<file path="src/design/form_url_percent_decoder_defines.svh">
// ---------------------------------------------------------------------------
// form_url_percent_decoder_defines.svh
// assertion macros for the form url percent decoder
// ---------------------------------------------------------------------------
`ifndef FORM_URL_PERCENT_DECODER_DEFINES_SVH
`define FORM_URL_PERCENT_DECODER_DEFINES_SVH

`ifndef SYNTHESIS

// property must hold at every enabled clock edge
`define FUPD_ASSERT(lbl, clk, rst_n, prop, msg) \
    lbl: assert property (@(posedge clk) disable iff (!rst_n) prop) else $error(msg);

// condition must never be seen at an enabled clock edge
`define FUPD_ASSERT_NEVER(lbl, clk, rst_n, cond, msg) \
    lbl: assert property (@(posedge clk) disable iff (!rst_n) !(cond)) else $error(msg);

`else

`define FUPD_ASSERT(lbl, clk, rst_n, prop, msg)
`define FUPD_ASSERT_NEVER(lbl, clk, rst_n, cond, msg)

`endif

`endif

</file>
<file path="src/design/fupd_pkg.sv">
// ---------------------------------------------------------------------------
// fupd_pkg
// character codes, decoder phases and hex digit helper
// ---------------------------------------------------------------------------
package fupd_pkg;

    localparam int unsigned BYTE_W  = 8;
    localparam int unsigned PHASE_W = 2;
    localparam int unsigned COUNT_W = 2;

    localparam logic [BYTE_W-1:0] CHAR_PLUS  = 8'h2B;
    localparam logic [BYTE_W-1:0] CHAR_PCT   = 8'h25;
    localparam logic [BYTE_W-1:0] CHAR_SPACE = 8'h20;

    localparam logic [BYTE_W-1:0] DIG_LO      = 8'h30;
    localparam logic [BYTE_W-1:0] DIG_HI      = 8'h39;
    localparam logic [BYTE_W-1:0] UPPER_LO    = 8'h41;
    localparam logic [BYTE_W-1:0] UPPER_HI    = 8'h46;
    localparam logic [BYTE_W-1:0] LOWER_LO    = 8'h61;
    localparam logic [BYTE_W-1:0] LOWER_HI    = 8'h66;
    localparam logic [BYTE_W-1:0] UPPER_OFFS  = 8'h37;
    localparam logic [BYTE_W-1:0] LOWER_OFFS  = 8'h57;

    localparam logic [PHASE_W-1:0] PH_IDLE = 2'd0;
    localparam logic [PHASE_W-1:0] PH_PCT  = 2'd1;
    localparam logic [PHASE_W-1:0] PH_DIG  = 2'd2;

    typedef struct packed {
        logic       ok;
        logic [3:0] val;
    } hex_t;

    function automatic hex_t hex_decode(input logic [BYTE_W-1:0] c);
        hex_t               h;
        logic [BYTE_W-1:0]  diff;
        h    = '0;
        diff = '0;
        if (c inside {[DIG_LO:DIG_HI]}) begin
            diff = c - DIG_LO;
            h.ok = 1'b1;
        end else if (c inside {[UPPER_LO:UPPER_HI]}) begin
            diff = c - UPPER_OFFS;
            h.ok = 1'b1;
        end else if (c inside {[LOWER_LO:LOWER_HI]}) begin
            diff = c - LOWER_OFFS;
            h.ok = 1'b1;
        end
        h.val = diff[3:0];
        return h;
    endfunction

endpackage

</file>
<file path="src/design/form_url_percent_decoder.sv">
// first result byte is presented in the cycle after its input transaction
// throughput: one input byte per cycle while each input gives at most one result and m_tready is high
// a broken escape gives two or three bytes; the result buffer drains one byte
// per cycle while m_tready is high and holds s_tready low until its last byte leaves
// reset (aresetn low, synchronous) empties the result buffer and returns to idle
// ---------------------------------------------------------------------------
// form_url_percent_decoder
// decodes an application/x-www-form-urlencoded byte stream
// ---------------------------------------------------------------------------
`include "form_url_percent_decoder_defines.svh"

module form_url_percent_decoder
    import fupd_pkg::*;
(
    input  logic              aclk,
    input  logic              aresetn,
    input  logic              s_tvalid,
    output logic              s_tready,
    input  logic [BYTE_W-1:0] s_tdata,   // [7:0] in_byte
    input  logic              s_tlast,   // stream_end
    output logic              m_tvalid,
    input  logic              m_tready,
    output logic [BYTE_W-1:0] m_tdata,   // [7:0] out_byte
    output logic              m_tlast    // run_last
);

    logic [PHASE_W-1:0] phase_reg, phase_next;
    logic [BYTE_W-1:0]  first_digit_reg, first_digit_next;
    logic [COUNT_W-1:0] count_reg, count_next;
    logic [BYTE_W-1:0]  buf0_reg, buf0_next;
    logic [BYTE_W-1:0]  buf1_reg, buf1_next;
    logic [BYTE_W-1:0]  buf2_reg, buf2_next;

    logic [COUNT_W-1:0] res_count;
    logic [BYTE_W-1:0]  res0, res1, res2;
    hex_t               hex_in, hex_first;
    logic               accept, pop;

    assign m_tvalid = (count_reg != '0);
    assign m_tdata  = buf0_reg;
    assign m_tlast  = (count_reg == COUNT_W'(1));
    assign pop      = m_tvalid && m_tready;
    // take a new byte when the buffer is empty or its last byte leaves now
    assign s_tready = (count_reg == '0) || ((count_reg == COUNT_W'(1)) && m_tready);
    assign accept   = s_tvalid && s_tready;

    assign hex_in    = hex_decode(s_tdata);
    assign hex_first = hex_decode(first_digit_reg);

    // decode of the incoming byte against the escape phase
    always_comb begin
        res_count        = '0;
        res0             = s_tdata;
        res1             = s_tdata;
        res2             = s_tdata;
        phase_next       = PH_IDLE;
        first_digit_next = first_digit_reg;
        case (phase_reg)
            PH_PCT: begin
                if (s_tlast) begin
                    res_count = COUNT_W'(2);
                    res0      = CHAR_PCT;
                    res1      = (s_tdata == CHAR_PLUS) ? CHAR_SPACE : s_tdata;
                end else if (hex_in.ok) begin
                    first_digit_next = s_tdata;
                    phase_next       = PH_DIG;
                end else begin
                    res_count = COUNT_W'(2);
                    res0      = CHAR_PCT;
                    res1      = s_tdata;
                end
            end
            PH_DIG: begin
                if (hex_in.ok) begin
                    res_count = COUNT_W'(1);
                    res0      = {hex_first.val, hex_in.val};
                end else begin
                    res_count = COUNT_W'(3);
                    res0      = CHAR_PCT;
                    res1      = first_digit_reg;
                    res2      = s_tdata;
                end
            end
            default: begin
                if (s_tdata == CHAR_PLUS) begin
                    res_count = COUNT_W'(1);
                    res0      = CHAR_SPACE;
                end else if ((s_tdata == CHAR_PCT) && !s_tlast) begin
                    phase_next = PH_PCT;
                end else begin
                    res_count = COUNT_W'(1);
                end
            end
        endcase
    end

    always_comb begin
        count_next = count_reg;
        buf0_next  = buf0_reg;
        buf1_next  = buf1_reg;
        buf2_next  = buf2_reg;
        if (accept) begin
            count_next = res_count;
            buf0_next  = res0;
            buf1_next  = res1;
            buf2_next  = res2;
        end else if (pop) begin
            count_next = count_reg - COUNT_W'(1);
            buf0_next  = buf1_reg;
            buf1_next  = buf2_reg;
        end
    end

    always_ff @(posedge aclk) begin
        if (!aresetn) begin
            phase_reg <= PH_IDLE;
            count_reg <= '0;
        end else begin
            count_reg <= count_next;
            if (accept) begin
                phase_reg <= phase_next;
            end
        end
    end

    always_ff @(posedge aclk) begin
        if (accept) begin
            first_digit_reg <= first_digit_next;
        end
        buf0_reg <= buf0_next;
        buf1_reg <= buf1_next;
        buf2_reg <= buf2_next;
    end

    `FUPD_ASSERT(a_load_count, aclk, aresetn, accept |=> (count_reg == $past(res_count)), "result count not loaded on accept")
    `FUPD_ASSERT(a_drain_count, aclk, aresetn, (pop && !accept) |=> (count_reg == ($past(count_reg) - COUNT_W'(1))), "buffer count wrong after drain")
    `FUPD_ASSERT(a_end_idle, aclk, aresetn, (accept && s_tlast) |=> (phase_reg == PH_IDLE), "escape held across stream end")
    `FUPD_ASSERT_NEVER(a_digit_hex, aclk, aresetn, (phase_reg == PH_DIG) && !hex_first.ok, "held first digit is not hex")

endmodule

</file>
<file path="config.mk">
export PLATFORM = sky130hd
export DESIGN_NAME = form_url_percent_decoder
export DESIGN_NICKNAME = d
export VERILOG_FILES = /design/src/design/fupd_pkg.sv /design/src/design/form_url_percent_decoder.sv
export VERILOG_INCLUDE_DIRS = /design/src /design/src/design
export SDC_FILE = /design/constraint.sdc
export NUM_CORES = 1
export LEC_CHECK = 0
export ABC_AREA = 0
export BUFFER_PORTS_ARGS = -buffer_cell sky130_fd_sc_hd__buf_4
export CAP_MARGIN = 20
export CORE_MARGIN = 1.5
export CORE_UTILIZATION = 53
export CTS_CLUSTER_SIZE = 8
export DETAILED_ROUTE_END_ITERATION = 6
export PLACE_DENSITY = 0.76
export SETUP_SLACK_MARGIN = 0.5
export SYNTH_ARGS = -nofsm -noshare
export SYNTH_HDL_FRONTEND = slang
export SYNTH_SLANG_ARGS = --single-unit
export TNS_END_PERCENT = 50
</file>
<file path="constraint.sdc">
create_clock -name aclk -period 1.8 [get_ports aclk]
set_input_delay 0.36 -clock aclk [delete_from_list [all_inputs] [get_ports aclk]]
set_output_delay 0.36 -clock aclk [all_outputs]
set_load 0.03 [all_outputs]
</file>
-- Word-level counts from Yosys, hierarchy flattened
Cells that the tools add are included.
- bits in registers: 36
- input port bits: 13
- output and inout port bits: 11
- word-level logic and storage cells: 81
- add/sub/neg operators: 7
- magnitude comparators: 12
- equality and inequality tests: 5
- muxes and demuxes: 34
- bitwise operators: 1
- reductions and logical operators: 16
- operator list (kind ; count):
    $mux 8 ; 10
    $ge 8x7->1 const B ; 4
    $le 8x7->1 const B ; 4
    $pmux 8 s2 ; 2
    $mux 4 ; 6
    $eq 8x6->1 const B ; 2
    $ge 8x6->1 const B ; 2
    $le 8x6->1 const B ; 2
    $sub 4x3->4 const B ; 4
    $mux 2 ; 7
    $logic_and 1x1->1 ; 10
    $pmux 2 s2 ; 2
    $sub 4x1->4 const B ; 2
    $mux 1 ; 7
    $eq 2x1->1 const B ; 2
    $reduce_bool 2->1 ; 2
    $reduce_and 3->1 ; 1
    $eq 2x2->1 const B ; 1
    $logic_not 2->1 ; 1
    $sub 2x1->2 const B ; 1
    $logic_not 1->1 ; 1
    $logic_or 1x1->1 ; 1
    $not 1->1 ; 1

-- Longest topological paths before layout
Gate-level depths: netlist of the first run.
- depth in word-level cells: 9
- gate-level depth with buffers: 9
- depth with buffers taken out: 8

-- Worst setup path after synthesis of the first run
No wires, ideal clock.
- path type: register to register
- start point: register count_reg[1]
- end point: register first_digit_reg[0], enable pin
- setup time: 0.370 ns
- arrival: 1.801 ns
- data required time: 1.430 ns
- slack: -0.371 ns
- stages on the path, launching flop included: 7
- path buffers: 1
- cells stage by stage: dfxtp_1 > inv_1 > ha_1 > a21o_1 > nand2_1 > clkbuf_1 > nor2_1
- cells in the longest elaborated chain, start to end: 5
- elaborated cells between the ends (all ways): 6
- classes of those cells: 1 x eq/ne; 5 x reduce/logical
- RTL lines (item ; line ; text):
    start, declared ; form_url_percent_decoder.sv:29 ; logic [COUNT_W-1:0] count_reg, count_next;
    start signal, assigned ; form_url_percent_decoder.sv:119 ; count_reg <= count_next;
    $eq 2x1->1 ; - ;
    via m_tlast ; form_url_percent_decoder.sv:24 ; output logic m_tlast
    $logic_and 1x1->1 ; form_url_percent_decoder.sv:44 ; assign s_tready = (count_reg == '0) || ((count_reg == COUNT_W'(1)) && m_tready);
    $logic_or 1x1->1 ; form_url_percent_decoder.sv:44 ;
    via s_tready ; form_url_percent_decoder.sv:18 ; output logic s_tready,
    $logic_and 1x1->1 ; form_url_percent_decoder.sv:45 ; assign accept = s_tvalid && s_tready;
    $reduce_and 3->1 (no source line) ; - ;
    end signal, assigned ; form_url_percent_decoder.sv:128 ; first_digit_reg <= first_digit_next;
    end, declared ; form_url_percent_decoder.sv:28 ; logic [BYTE_W-1:0] first_digit_reg, first_digit_next;
The timed path passes the listed nets, and every way through them passes these cells.
A chain may end at the register's enable or synchronous reset.

-- Worst setup path after layout of the first run
- start point: register first_digit_reg[0]
- end point: register buf0_reg[7], in the netlist m_tdata[7] (data pin)
- cells in the longest elaborated chain, start to end: 8
- elaborated cells between the ends (all ways): 18
- classes of those cells: 3 x add/sub; 6 x order compare; 6 x mux; 3 x reduce/logical
- RTL lines (item ; line ; text):
    $ge 8x7->1 / $le 8x7->1 (equally long branches) ; fupd_pkg.sv:44 ; end else if (c inside {[LOWER_LO:LOWER_HI]}) begin
    $logic_and 1x1->1 ; fupd_pkg.sv:44 ;
    $mux 4 ; fupd_pkg.sv:44 ;
    $mux 4 ; fupd_pkg.sv:41 ; end else if (c inside {[UPPER_LO:UPPER_HI]}) begin
    $mux 4 * ; fupd_pkg.sv:38 ; if (c inside {[DIG_LO:DIG_HI]}) begin
    $mux 8 * ; form_url_percent_decoder.sv:74 ; if (hex_in.ok) begin
    $pmux 8 s2 * ; form_url_percent_decoder.sv:58 ; case (phase_reg)
    $mux 8 * ; form_url_percent_decoder.sv:102 ; if (accept) begin
    via buf0_next[7] ; form_url_percent_decoder.sv:30 ; logic [BYTE_W-1:0] buf0_reg, buf0_next;
    end signal, assigned ; form_url_percent_decoder.sv:130 ; buf0_reg <= buf0_next;
    end, declared ; form_url_percent_decoder.sv:30 ;
Mark *: on every way through the listed nets, which the timed path passes. The rest lies on a longest branch.

==> results of run 1 <==
[metal layers]
| layer | track usage, % | vias to the layer above | wire, microns |
|---|---|---|---|
| li1 | - | 967 | - |
| met1 | 48.6 | 1135 | 3250 |
| met2 | 67.1 | 275 | 4570 |
| met3 | 11.0 | 99 | 1110 |
| met4 | 22.2 | 0 | 847 |
| met5 | 0 | - | 0 |
[cells in the final DEF, fill, tap and decap left out, types with 3 or more instances in the layout]
master,n
sky130_fd_sc_hd__inv_2,5
sky130_fd_sc_hd__nand2_1,19
sky130_fd_sc_hd__nand2_8,3
sky130_fd_sc_hd__nand4_1,4
sky130_fd_sc_hd__o21ai_1,6
sky130_fd_sc_hd__a21o_1,3
sky130_fd_sc_hd__ha_4,8
sky130_fd_sc_hd__buf_4,66
sky130_fd_sc_hd__mux2_4,3
sky130_fd_sc_hd__dfxtp_2,3
sky130_fd_sc_hd__o21ai_0,4
sky130_fd_sc_hd__buf_6,18
sky130_fd_sc_hd__edfxtp_1,32
sky130_fd_sc_hd__nor3_1,3
sky130_fd_sc_hd__a21oi_1,6
sky130_fd_sc_hd__a221o_1,5
sky130_fd_sc_hd__buf_12,4
sky130_fd_sc_hd__nor2_1,12
sky130_fd_sc_hd__a21oi_2,7
sky130_fd_sc_hd__inv_4,3
sky130_fd_sc_hd__nor2_4,3
sky130_fd_sc_hd__clkbuf_8,5
sky130_fd_sc_hd__and2_1,3
sky130_fd_sc_hd__nand3_1,3
[through the flow]
step | hold WS (ns) | std cells | power, uW | util (%)
after floorplan | 0.458 | 206 | 1860 | -
after global placement | 0.473 | 317 | 2200 | 73.2
after detailed placement | 0.506 | 317 | 2240 | 73.2
after CTS | 0.271 | 343 | 3070 | 87.3
after global routing | 0.268 | 348 | 3360 | 90.0
final | 0.269 | 348 | 3300 | 90.0
[what timing repair did]
item                                    CTS  global route
resized for setup                        82            17
gates cloned                              1             0
pin swaps                                28            14
buffers inserted                         17             5
endpoints found under the setup margin   61            63
[worst max-delay path, stage by stage (launching register included)]
cell	delay (ns)
sky130_fd_sc_hd__edfxtp_1	0.49
sky130_fd_sc_hd__inv_2	0.12
sky130_fd_sc_hd__ha_4	0.12
sky130_fd_sc_hd__or3b_4	0.37
sky130_fd_sc_hd__a41oi_2	0.16
sky130_fd_sc_hd__o22ai_2	0.11
sky130_fd_sc_hd__nand4_1	0.18
sky130_fd_sc_hd__o21ai_1	0.11
[area by class of cell]
| cell class | count | area share [%] |
|---|---|---|
| clock inverters | 1 | 0.105 |
| repair buffers | 91 | 23.4 |
| well taps | 50 | 1.75 |
| multi-input cells | 150 | 40.9 |
| clock buffers | 7 | 2.14 |
| flip-flops and latches | 36 | 29.3 |
| inverters | 13 | 2.42 |
[power by group through the flow]
| stage | registers, uW | clock network [uW] | logic [uW] |
|---|---|---|---|
| after floorplan | 1280 | 0 | 576 |
| after global placement | 1180 | 0 | 1020 |
| after detailed placement | 1190 | 0 | 1050 |
| after CTS | 1180 | 549 | 1340 |
| after global routing | 1200 | 603 | 1550 |
| final | 1190 | 586 | 1520 |
[how the worst max path moves through the flow]
stage	endpoint	slack (ns)	cells after the start
detailed placement	buf1_reg[7]	-0.22	6
global placement	buf1_reg[7]	-0.19	6
global route	m_tdata[5]	-0.18	5
CTS	m_tdata[5]	-0.04	8
finish	m_tdata[7]	-0.11	7
floorplan	m_tdata[2]	-0.007	8
[kinds of logic after synthesis]
group,after synthesis
adder cells (fa/ha/maj),10
buffers and inverters,20
XOR/XNOR,2
AND/OR/NAND/NOR,70
multiplexers,4
AO/OA/AOI/OAI,64
flip-flops,36
==> out/qor.json, run 1 <==
{
  "status": "complete, but fails checks",
  "violations_in_the_final_reports": "setup timing",
  "row_count": 23,
  "yosys.area_share.xor_xnor_pct": 0.804,
  "layout-drive-gt1-share_pct": 58.1,
  "cts.sinks": 36,
  "wire_per_inst_microns": 28.1,
  "first_global_vias": 2328,
  "finalCriticalPeriod_ns": 1.91,
  "combinationalPowerShare_pct": 46.1,
  "cp.required_ns": 1.84,
  "timing.final.crit_share_pct": 106,
  "power.static_leakage_uw": 0.00143,
  "finalWorstSetupSlack_ns": -0.113,
  "timing.final.setup_violations": 11,
  "yosysTopAreaCell": "sky130_fd_sc_hd__edfxtp_1",
  "final_net_count": 320,
  "finalSetupTns_ns": -0.584,
  "irDropWorstVdd_uv": 703,
  "regToRegSetupSlack_ns": -0.11,
  "area_growth_pct": 63.9,
  "vias": 2476,
  "holdBufCountCts": 0,
  "relSlewSlack_pct": 68.6,
  "holdPathStages": 1,
  "clkLatencyLatePin_ns": 0.31,
  "floorplan.die_area_sq_um": 4510,
  "intPower_uw": 2070,
  "insertedDiodeCount": 0,
  "grt_start_max_net_pins": 17,
  "cp-end-kind": "flop",
  "fillers": 150,
  "synth-adder-area-share_pct": 5.74,
  "hp-start": "s_tdata[5]",
  "io_pins": 24,
  "combinational_family_with_the_most_area_after_synthesis": "compound AO/OA/AOI/OAI gates",
  "yosysUniqueCellTypes": 61,
  "htree_levels": 2,
  "cts.path.max_buffers": 2,
  "area_of_the_multi_input_gates_sq_um": 1460,
  "yosysWarningCount": 0,
  "synthesis.area_sq_um": 2180,
  "finalWeightedCongestion": 0.917,
  "clock.fmax_ghz": 0.523,
  "synth_seq_area_share_pct": 47.8,
  "syn-mean-instance-area_sq_um": 10.6,
  "post_drt_via_cell_ratio": 7.11,
  "seq_power_share_pct": 36.1,
  "power_per_cell_area_nw_per_um2": 923,
  "worstReg2RegStart": "first_digit_reg[0]",
  "setup.worst_path.class": "flop to flop",
  "crit_start": "first_digit_reg[0]",
  "netlist.area_leader.share_pct": 44.1,
  "yosys.area_share.simple_pct": 17.4,
  "timing.hold.worst_endpoint": "buf2_reg[5]",
  "detailedRoute.firstIterationViolations": 392,
  "synth-seq-cells": 36,
  "cts_buffers": 5,
  "timing.final.max_slew_violations": 0,
  "detail_route.drc_violations": 0,
  "crit_path_start_kind": "flop",
  "die_h_microns": 67.1,
  "core_area_sq_um": 3970,
  "synth_compound_gate_area_share_pct": 22.3,
  "drt-pass1-iter-count": 5,
  "clk_root_buffer_cell": "sky130_fd_sc_hd__clkbuf_8",
  "postSynth.topFlopCell": "sky130_fd_sc_hd__edfxtp_1",
  "cts_tree": "built",
  "io_buffer_count": 23,
  "rsz0062_at_grt": "yes",
  "cp_data_arrival_time_ns": 1.96,
  "yosys-top-cells-area": "sky130_fd_sc_hd__edfxtp_1 44%, sky130_fd_sc_hd__ha_1 5.7%, sky130_fd_sc_hd__nand2_1 3.8%",
  "dp.final_hpwl_microns": 4590,
  "totalWireLength_microns": 9780,
  "ff_latch_area_sq_um": 1050,
  "netlist_top_cells_count": "32 x sky130_fd_sc_hd__edfxtp_1, 22 x sky130_fd_sc_hd__nand2_1, 16 x sky130_fd_sc_hd__nor2_1",
  "postRouteAntennaNets": 0,
  "r2r-end": "m_tdata[7]",
  "path_clk_slew_ns": 0.09,
  "track_usage_pct": 40.8,
  "clock-skew-final_ns": 0.0206,
  "critPathMaxFanout": 3,
  "switchingPower_uw": 1230,
  "post_synth_mux_area_share_pct": 2.18,
  "fraction_of_registers_with_async_set_reset_pct": 0,
  "synthesis.nets": 229,
  "design_area_sq_um": 3570,
  "initial_utilization_pct": 54.9,
  "globalRouteOverflowTotal": 0,
  "maxCapViolations": 0,
  "pre_cts_slack_ns": -0.219,
  "synth_most_common_cell": "sky130_fd_sc_hd__edfxtp_1",
  "hold_path.class": "input pin to flop",
  "worst-r2r-cell-count": 7,
  "sw_frac_of_total_pct": 37.2,
  "die-width_microns": 67.1,
  "grt_first_pass_wirelength_microns": 12800,
  "grt_antenna_before_repair": 0,
  "clock_power_share_pct": 17.8,
  "tightestPinTransition_ns": 0.471,
  "synthesis.instances": 206,
  "placed_area_sq_um": 2910,
  "synth_edf_count": 32,
  "hold_viol": 0
}
Power figures use the tool's default switching activity.
==> run 2: changes to the inputs <==
- ABC_AREA: 0 -> 1
==> out/qor.json, run 2 <==
{
  "die-width_microns": 70.5,
  "worst_path_dominant_cell_family": "simple AND/OR/NAND/NOR gates",
  "timing.hold.worst_endpoint": "buf2_reg[1]",
  "insertedDiodeCount": 0,
  "critPathMaxFanout": 7,
  "row_count": 24,
  "totalPowerFinal_uw": 4220,
  "totalWireLength_microns": 7090,
  "dp.final_hpwl_microns": 4630,
  "cts.sinks": 36,
  "power_per_cell_area_nw_per_um2": 1220,
  "power.static_leakage_uw": 0.00150,
  "relSlewSlack_pct": 73.0,
  "synthesis.nets": 334,
  "rsz0062_at_grt": "yes",
  "regToRegSetupSlack_ns": 0.19,
  "post_drt_via_cell_ratio": 5.71,
  "yosysTopAreaCell": "sky130_fd_sc_hd__edfxtp_1",
  "yosys-top-cells-area": "sky130_fd_sc_hd__edfxtp_1 40%, sky130_fd_sc_hd__nand2_1 13%, sky130_fd_sc_hd__nand3_1 8.1%",
  "first_global_vias": 2253,
  "initial_utilization_pct": 55.1,
  "drt-pass1-iter-count": 5,
  "path_clk_slew_ns": 0.07,
  "netlist.area_leader.share_pct": 39.8,
  "io_buffer_count": 23,
  "synth_edf_count": 32,
  "detail_route.drc_violations": 0,
  "final_core_util_pct": 78.7,
  "track_usage_pct": 27.8,
  "htree_levels": 2,
  "area_growth_pct": 42.8,
  "setup.worst_path.class": "flop to flop",
  "detailedRoute.firstIterationViolations": 209,
  "synth-seq-cells": 36,
  "clkLatencyLatePin_ns": 0.30,
  "timing.final.setup_violations": 0,
  "hp-start": "s_tdata[1]",
  "critical_path.n_buffers_inverters": 2,
  "floorplan.die_area_sq_um": 4970,
  "timing.critical_path.cells": "inv_4, ha_4, nand2_4, nand2_8, nand2_8, clkinvlp_4, nand3_2, nor2_1, a21oi_1, nand3_1",
  "cp-end-kind": "flop",
  "cp_data_arrival_time_ns": 1.65,
  "timing.final.crit_share_pct": 89.2,
  "synthesis.area_sq_um": 2420,
  "synth_most_common_cell": "sky130_fd_sc_hd__nand2_1",
  "grt_antenna_before_repair": 0,
  "synth_seq_area_share_pct": 43.1,
  "netlist_top_cells_count": "86 x sky130_fd_sc_hd__nand2_1, 39 x sky130_fd_sc_hd__nand3_1, 36 x sky130_fd_sc_hd__inv_1",
  "critical-path-max-stage-delay_ns": 0.36,
  "hold_viol": 0,
  "fraction_of_registers_with_async_set_reset_pct": 0,
  "tightestPinTransition_ns": 0.404,
  "finalWorstSetupSlack_ns": 0.194,
  "cts.path.max_buffers": 2,
  "layout_commonest_cell": "sky130_fd_sc_hd__nand2_1",
  "hold_path.class": "input pin to flop",
  "die_h_microns": 70.5,
  "holdPathStages": 1,
  "io_pins": 24,
  "yosysUniqueCellTypes": 30,
  "syn-mean-instance-area_sq_um": 7.77,
  "timing.final.max_slew_violations": 0,
  "wire_per_inst_microns": 16.5,
  "maxCapViolations": 0,
  "cts_buffers": 5,
  "status": "finished, final reports clean",
  "vias": 2454,
  "holdBufCountCts": 0,
  "finalCriticalPeriod_ns": 1.61,
  "synthesis.instances": 311,
  "crit_path_frequent_cell": "sky130_fd_sc_hd__nand2_8",
  "core_area_sq_um": 4380,
  "clk_root_buffer_cell": "sky130_fd_sc_hd__clkbuf_8",
  "clock-skew-final_ns": 0.00954,
  "postRouteAntennaNets": 0,
  "worst-r2r-cell-count": 10,
  "final_net_count": 400,
  "postSynth.topFlopCell": "sky130_fd_sc_hd__edfxtp_1",
  "yosysWarningCount": 0,
  "r2r-end": "m_tdata[0]",
  "globalRouteOverflowTotal": 0,
  "finalWeightedCongestion": 0.965,
  "cp.required_ns": 1.85,
  "crit_path_start_kind": "flop",
  "pre_cts_slack_ns": -0.0387,
  "worstReg2RegStart": "count_reg[1]",
  "grt_first_pass_wirelength_microns": 10700,
  "layout-drive-gt1-share_pct": 39.9,
  "clock.fmax_ghz": 0.623,
  "cell_at_the_slowest_stage_of_the_critical_path": "sky130_fd_sc_hd__dfxtp_2",
  "most-common-layout-cells": "73 x sky130_fd_sc_hd__nand2_1, 57 x sky130_fd_sc_hd__buf_4, 32 x sky130_fd_sc_hd__edfxtp_1",
  "cts_tree": "built",
  "grt_start_max_net_pins": 13,
  "irDropWorstVdd_uv": 1060
}
==> run 2: worst max path at each step <==
stage                             from                 end  slack (ns)  cells past startpoint
detailed placement          s_tdata[1]         buf1_reg[1]       -0.04                     12
global route        first_digit_reg[1]          m_tdata[7]        0.13                      8
global placement            s_tdata[0]          m_tdata[3]       -0.02                     11
finish                    count_reg[1]          m_tdata[0]        0.19                     10
CTS                       count_reg[0]          m_tdata[0]        0.22                     10
floorplan                 count_reg[1]  first_digit_reg[0]        0.13                      7
==> run 2: stage by stage <==
| step | TNS (ns) | instance area, sq um | instances | hold slack, ns |
|---|---|---|---|---|
| finish | 0 | 3450 | 430 | 0.287 |
| global route | 0 | 3450 | 430 | 0.290 |
| CTS | 0 | 3180 | 422 | 0.287 |
| detailed placement | -0.194 | 2920 | 402 | 0.482 |
| global placement | -0.0373 | 2920 | 402 | 0.472 |
| floorplan | 0 | 2570 | 311 | 0.457 |
==> run 2: area by class of cell <==
cell class | count | area (sq um)
well taps | 52 | 65.1
inverters | 38 | 163
clock inverters | 2 | 11.3
multi-input cells | 229 | 1510
repair buffers | 67 | 581
clock buffers | 6 | 72.6
flip-flops and latches | 36 | 1050
fillers | 278 | 933
==> run 2: cells by family after synthesis <==
logic type,Yosys count,synth area share (%)
adder cells (fa/ha/maj),10,5.18
flip-flops,36,43.1
AO/OA/AOI/OAI,37,8.34
buffers and inverters,48,8.70
AND/OR/NAND/NOR,180,34.7
==> run 2: power by group <==
part	total (uW)	internal [uW]	switching (uW)
combinational	2240	962	1280
clock	574	268	306
sequential	1410	1310	103
total	4220	2540	1690
==> run 2: metal layers <==
layer  GRT usage [%]  vias up  part of all wire, %
met5               0        -                    0
met2            45.6      138                   49
li1                -     1170                    -
met3            8.08       24                  9.3
met1            35.3     1122                   39
met4            9.40        0                  3.2
==> run 2: timing repair <==
| item | 4_1_cts | 5_1_grt |
|---|---|---|
| cloned | 0 | 3 |
| endpoints found under the setup margin | 56 | 63 |
| pin swaps | 14 | 12 |
| buffers inserted | 12 | 5 |
| gates resized for setup | 16 | 42 |
==> run 2: worst reg2reg max path: cells and delay by family (launching register included) <==
family          cells  cell delay, ns
fa+ha+maj           1            0.17
simple gates        6            0.47
buf+inv             2            0.22
flops               1            0.36
compound gates      1            0.14
==> run 3: changes to the inputs <==
- PLACE_DENSITY: 0.76 -> 0.83
==> out/qor.json, run 3 (synthesis results as in run 2) <==
{
  "status": "complete, but fails checks",
  "violations_in_the_final_reports": "setup timing",
  "finalWorstSetupSlack_ns": -0.432,
  "clk_root_buffer_cell": "sky130_fd_sc_hd__clkbuf_8",
  "cts_tree": "built",
  "irDropWorstVdd_uv": 845,
  "track_usage_pct": 35.4,
  "timing.final.max_slew_violations": 0,
  "clock_power_share_pct": 11.5,
  "grt_first_pass_wirelength_microns": 13200,
  "timing.critical_path.cells": "ha_2, nor2_1, nand3_1, nand3_1, nand2_2, nand3_2, nand2_1, nand2_1, nand2_1",
  "dp_cells": 399,
  "globalRouteOverflowTotal": 0,
  "postRouteAntennaNets": 0,
  "cts.path.max_buffers": 2,
  "detail_route.drc_violations": 0,
  "worst_path_dominant_cell_family": "simple AND/OR/NAND/NOR gates",
  "setup.worst_path.class": "flop to flop",
  "cts_buffers": 5,
  "layout-drive-gt1-share_pct": 50.4,
  "post_drt_via_cell_ratio": 6.62,
  "floorplan.die_area_sq_um": 4970,
  "row_count": 24,
  "cp-end-kind": "flop",
  "core_area_sq_um": 4380,
  "dp.final_hpwl_microns": 4650,
  "totalWireLength_microns": 11500,
  "grt_antenna_before_repair": 0,
  "crit_path_start_kind": "flop",
  "timing.final.crit_share_pct": 124,
  "cp_data_arrival_time_ns": 2.27,
  "totalPowerFinal_uw": 4940,
  "drt-pass1-iter-count": 5,
  "area_growth_pct": 64.9,
  "seq_power_share_pct": 29.6,
  "cts.sinks": 36,
  "intPower_uw": 2850,
  "final_cell_count_no_fill": 451,
  "most-common-layout-cells": "68 x sky130_fd_sc_hd__nand2_1, 56 x sky130_fd_sc_hd__buf_4, 32 x sky130_fd_sc_hd__edfxtp_1",
  "regToRegSetupSlack_ns": -0.43,
  "final_net_count": 421,
  "finalWeightedCongestion": 0.905,
  "power.static_leakage_uw": 0.00171,
  "clock.fmax_ghz": 0.448,
  "wire_per_inst_microns": 25.5,
  "detailedRoute.firstIterationViolations": 427,
  "insertedDiodeCount": 0,
  "htree_levels": 2,
  "placed_area_sq_um": 2910,
  "finalCriticalPeriod_ns": 2.23,
  "critical_path.n_buffers_inverters": 0,
  "sw_frac_of_total_pct": 42.3,
  "cell_at_the_slowest_stage_of_the_critical_path": "sky130_fd_sc_hd__edfxtp_1",
  "first_global_vias": 2684,
  "tightestPinTransition_ns": 0.456,
  "die_h_microns": 70.5,
  "hold_viol": 0,
  "power_per_cell_area_nw_per_um2": 1240,
  "hold_path.class": "input pin to flop",
  "fillers": 153,
  "grt_start_max_net_pins": 14,
  "cp.required_ns": 1.84,
  "rsz0062_at_grt": "yes",
  "timing.final.setup_violations": 4,
  "design_area_sq_um": 3980,
  "io_pins": 24,
  "clock-skew-final_ns": 0.00499,
  "crit_path_frequent_cell": "sky130_fd_sc_hd__nand2_1",
  "switchingPower_uw": 2090,
  "combinationalPowerShare_pct": 58.9,
  "io_buffer_count": 23,
  "relSlewSlack_pct": 69.3,
  "pre_cts_slack_ns": -0.0539,
  "initial_utilization_pct": 55.1,
  "layout_commonest_cell": "sky130_fd_sc_hd__nand2_1",
  "path_clk_slew_ns": 0.07,
  "critPathMaxFanout": 3,
  "finalSetupTns_ns": -1.43,
  "holdBufCountCts": 0,
  "vias": 2987,
  "die-width_microns": 70.5,
  "maxCapViolations": 0,
  "critical-path-max-stage-delay_ns": 0.44,
  "clkLatencyLatePin_ns": 0.29
}
[run 3: cell count changes in the layout (fill, tap and decap cells not counted), moves of 4 or more]
cell,previous run,this run
sky130_fd_sc_hd__a21oi_1,13,6
sky130_fd_sc_hd__nor2_1,23,14
sky130_fd_sc_hd__buf_8,0,5
sky130_fd_sc_hd__nand3_4,1,6
sky130_fd_sc_hd__o21ai_4,0,4
sky130_fd_sc_hd__buf_6,6,20
sky130_fd_sc_hd__nand2_1,73,68
sky130_fd_sc_hd__a21oi_2,3,11
sky130_fd_sc_hd__nand3_1,30,26
sky130_fd_sc_hd__nor2_4,2,10
[run 3: per-stage QoR]
step / hold slack, ns / util (%)
after global routing: 0.267 / 90.9
after detailed placement: 0.484 / 66.4
after global placement: 0.473 / 66.4
after floorplan: 0.457 / -
final: 0.276 / 90.9
after CTS: 0.280 / 80.2
[run 3: final timing paths]
check | startpoint | to | depth (start not counted)
setup reg to reg | first_digit_reg[0] | m_tdata[5] | 9
setup / recovery | first_digit_reg[0] | m_tdata[5] | 9
hold reg to reg | phase_reg[0] | phase_reg[0] | 2
hold / removal | s_tdata[0] | buf2_reg[0] | 1
[run 3: what timing repair did]
action                                 in CTS  in global routing
endpoints found under the hold margin       0                  0
gates cloned                                3                  1
setup endpoints to repair                  53                 63
setup buffers                              22                 18
pin swaps                                  21                 34
resized for setup                          78                 73
[run 3: per-layer routing]
layer / vias up / global-route usage (%) / part of all wire, %
met5: - / 0 / 0
met4: 0 / 24.6 / 9.7
li1: 1206 / - / -
met2: 294 / 58.7 / 45
met3: 117 / 7.79 / 12
met1: 1370 / 40.4 / 33
[run 3: layout make-up]
type / count / area, sq um / area share [%]
Clock buffer: 7 / 76.3 / 1.92
Inverter: 38 / 181 / 4.55
Sequential cell: 36 / 1050 / 26.4
Multi-Input combinational cell: 228 / 1710 / 42.8
Clock inverter: 1 / 3.75 / 0.0942
Tap cell: 52 / 65.1 / 1.63
Timing Repair Buffer: 89 / 901 / 22.6
[run 3: power groups by stage]
stage	Clock (uW)	Combinational [uW]	Sequential, uW
global route	603	3020	1470
detailed placement	0	1760	1410
global placement	0	1720	1400
floorplan	0	1040	1590
CTS	560	2200	1410
finish	570	2910	1460
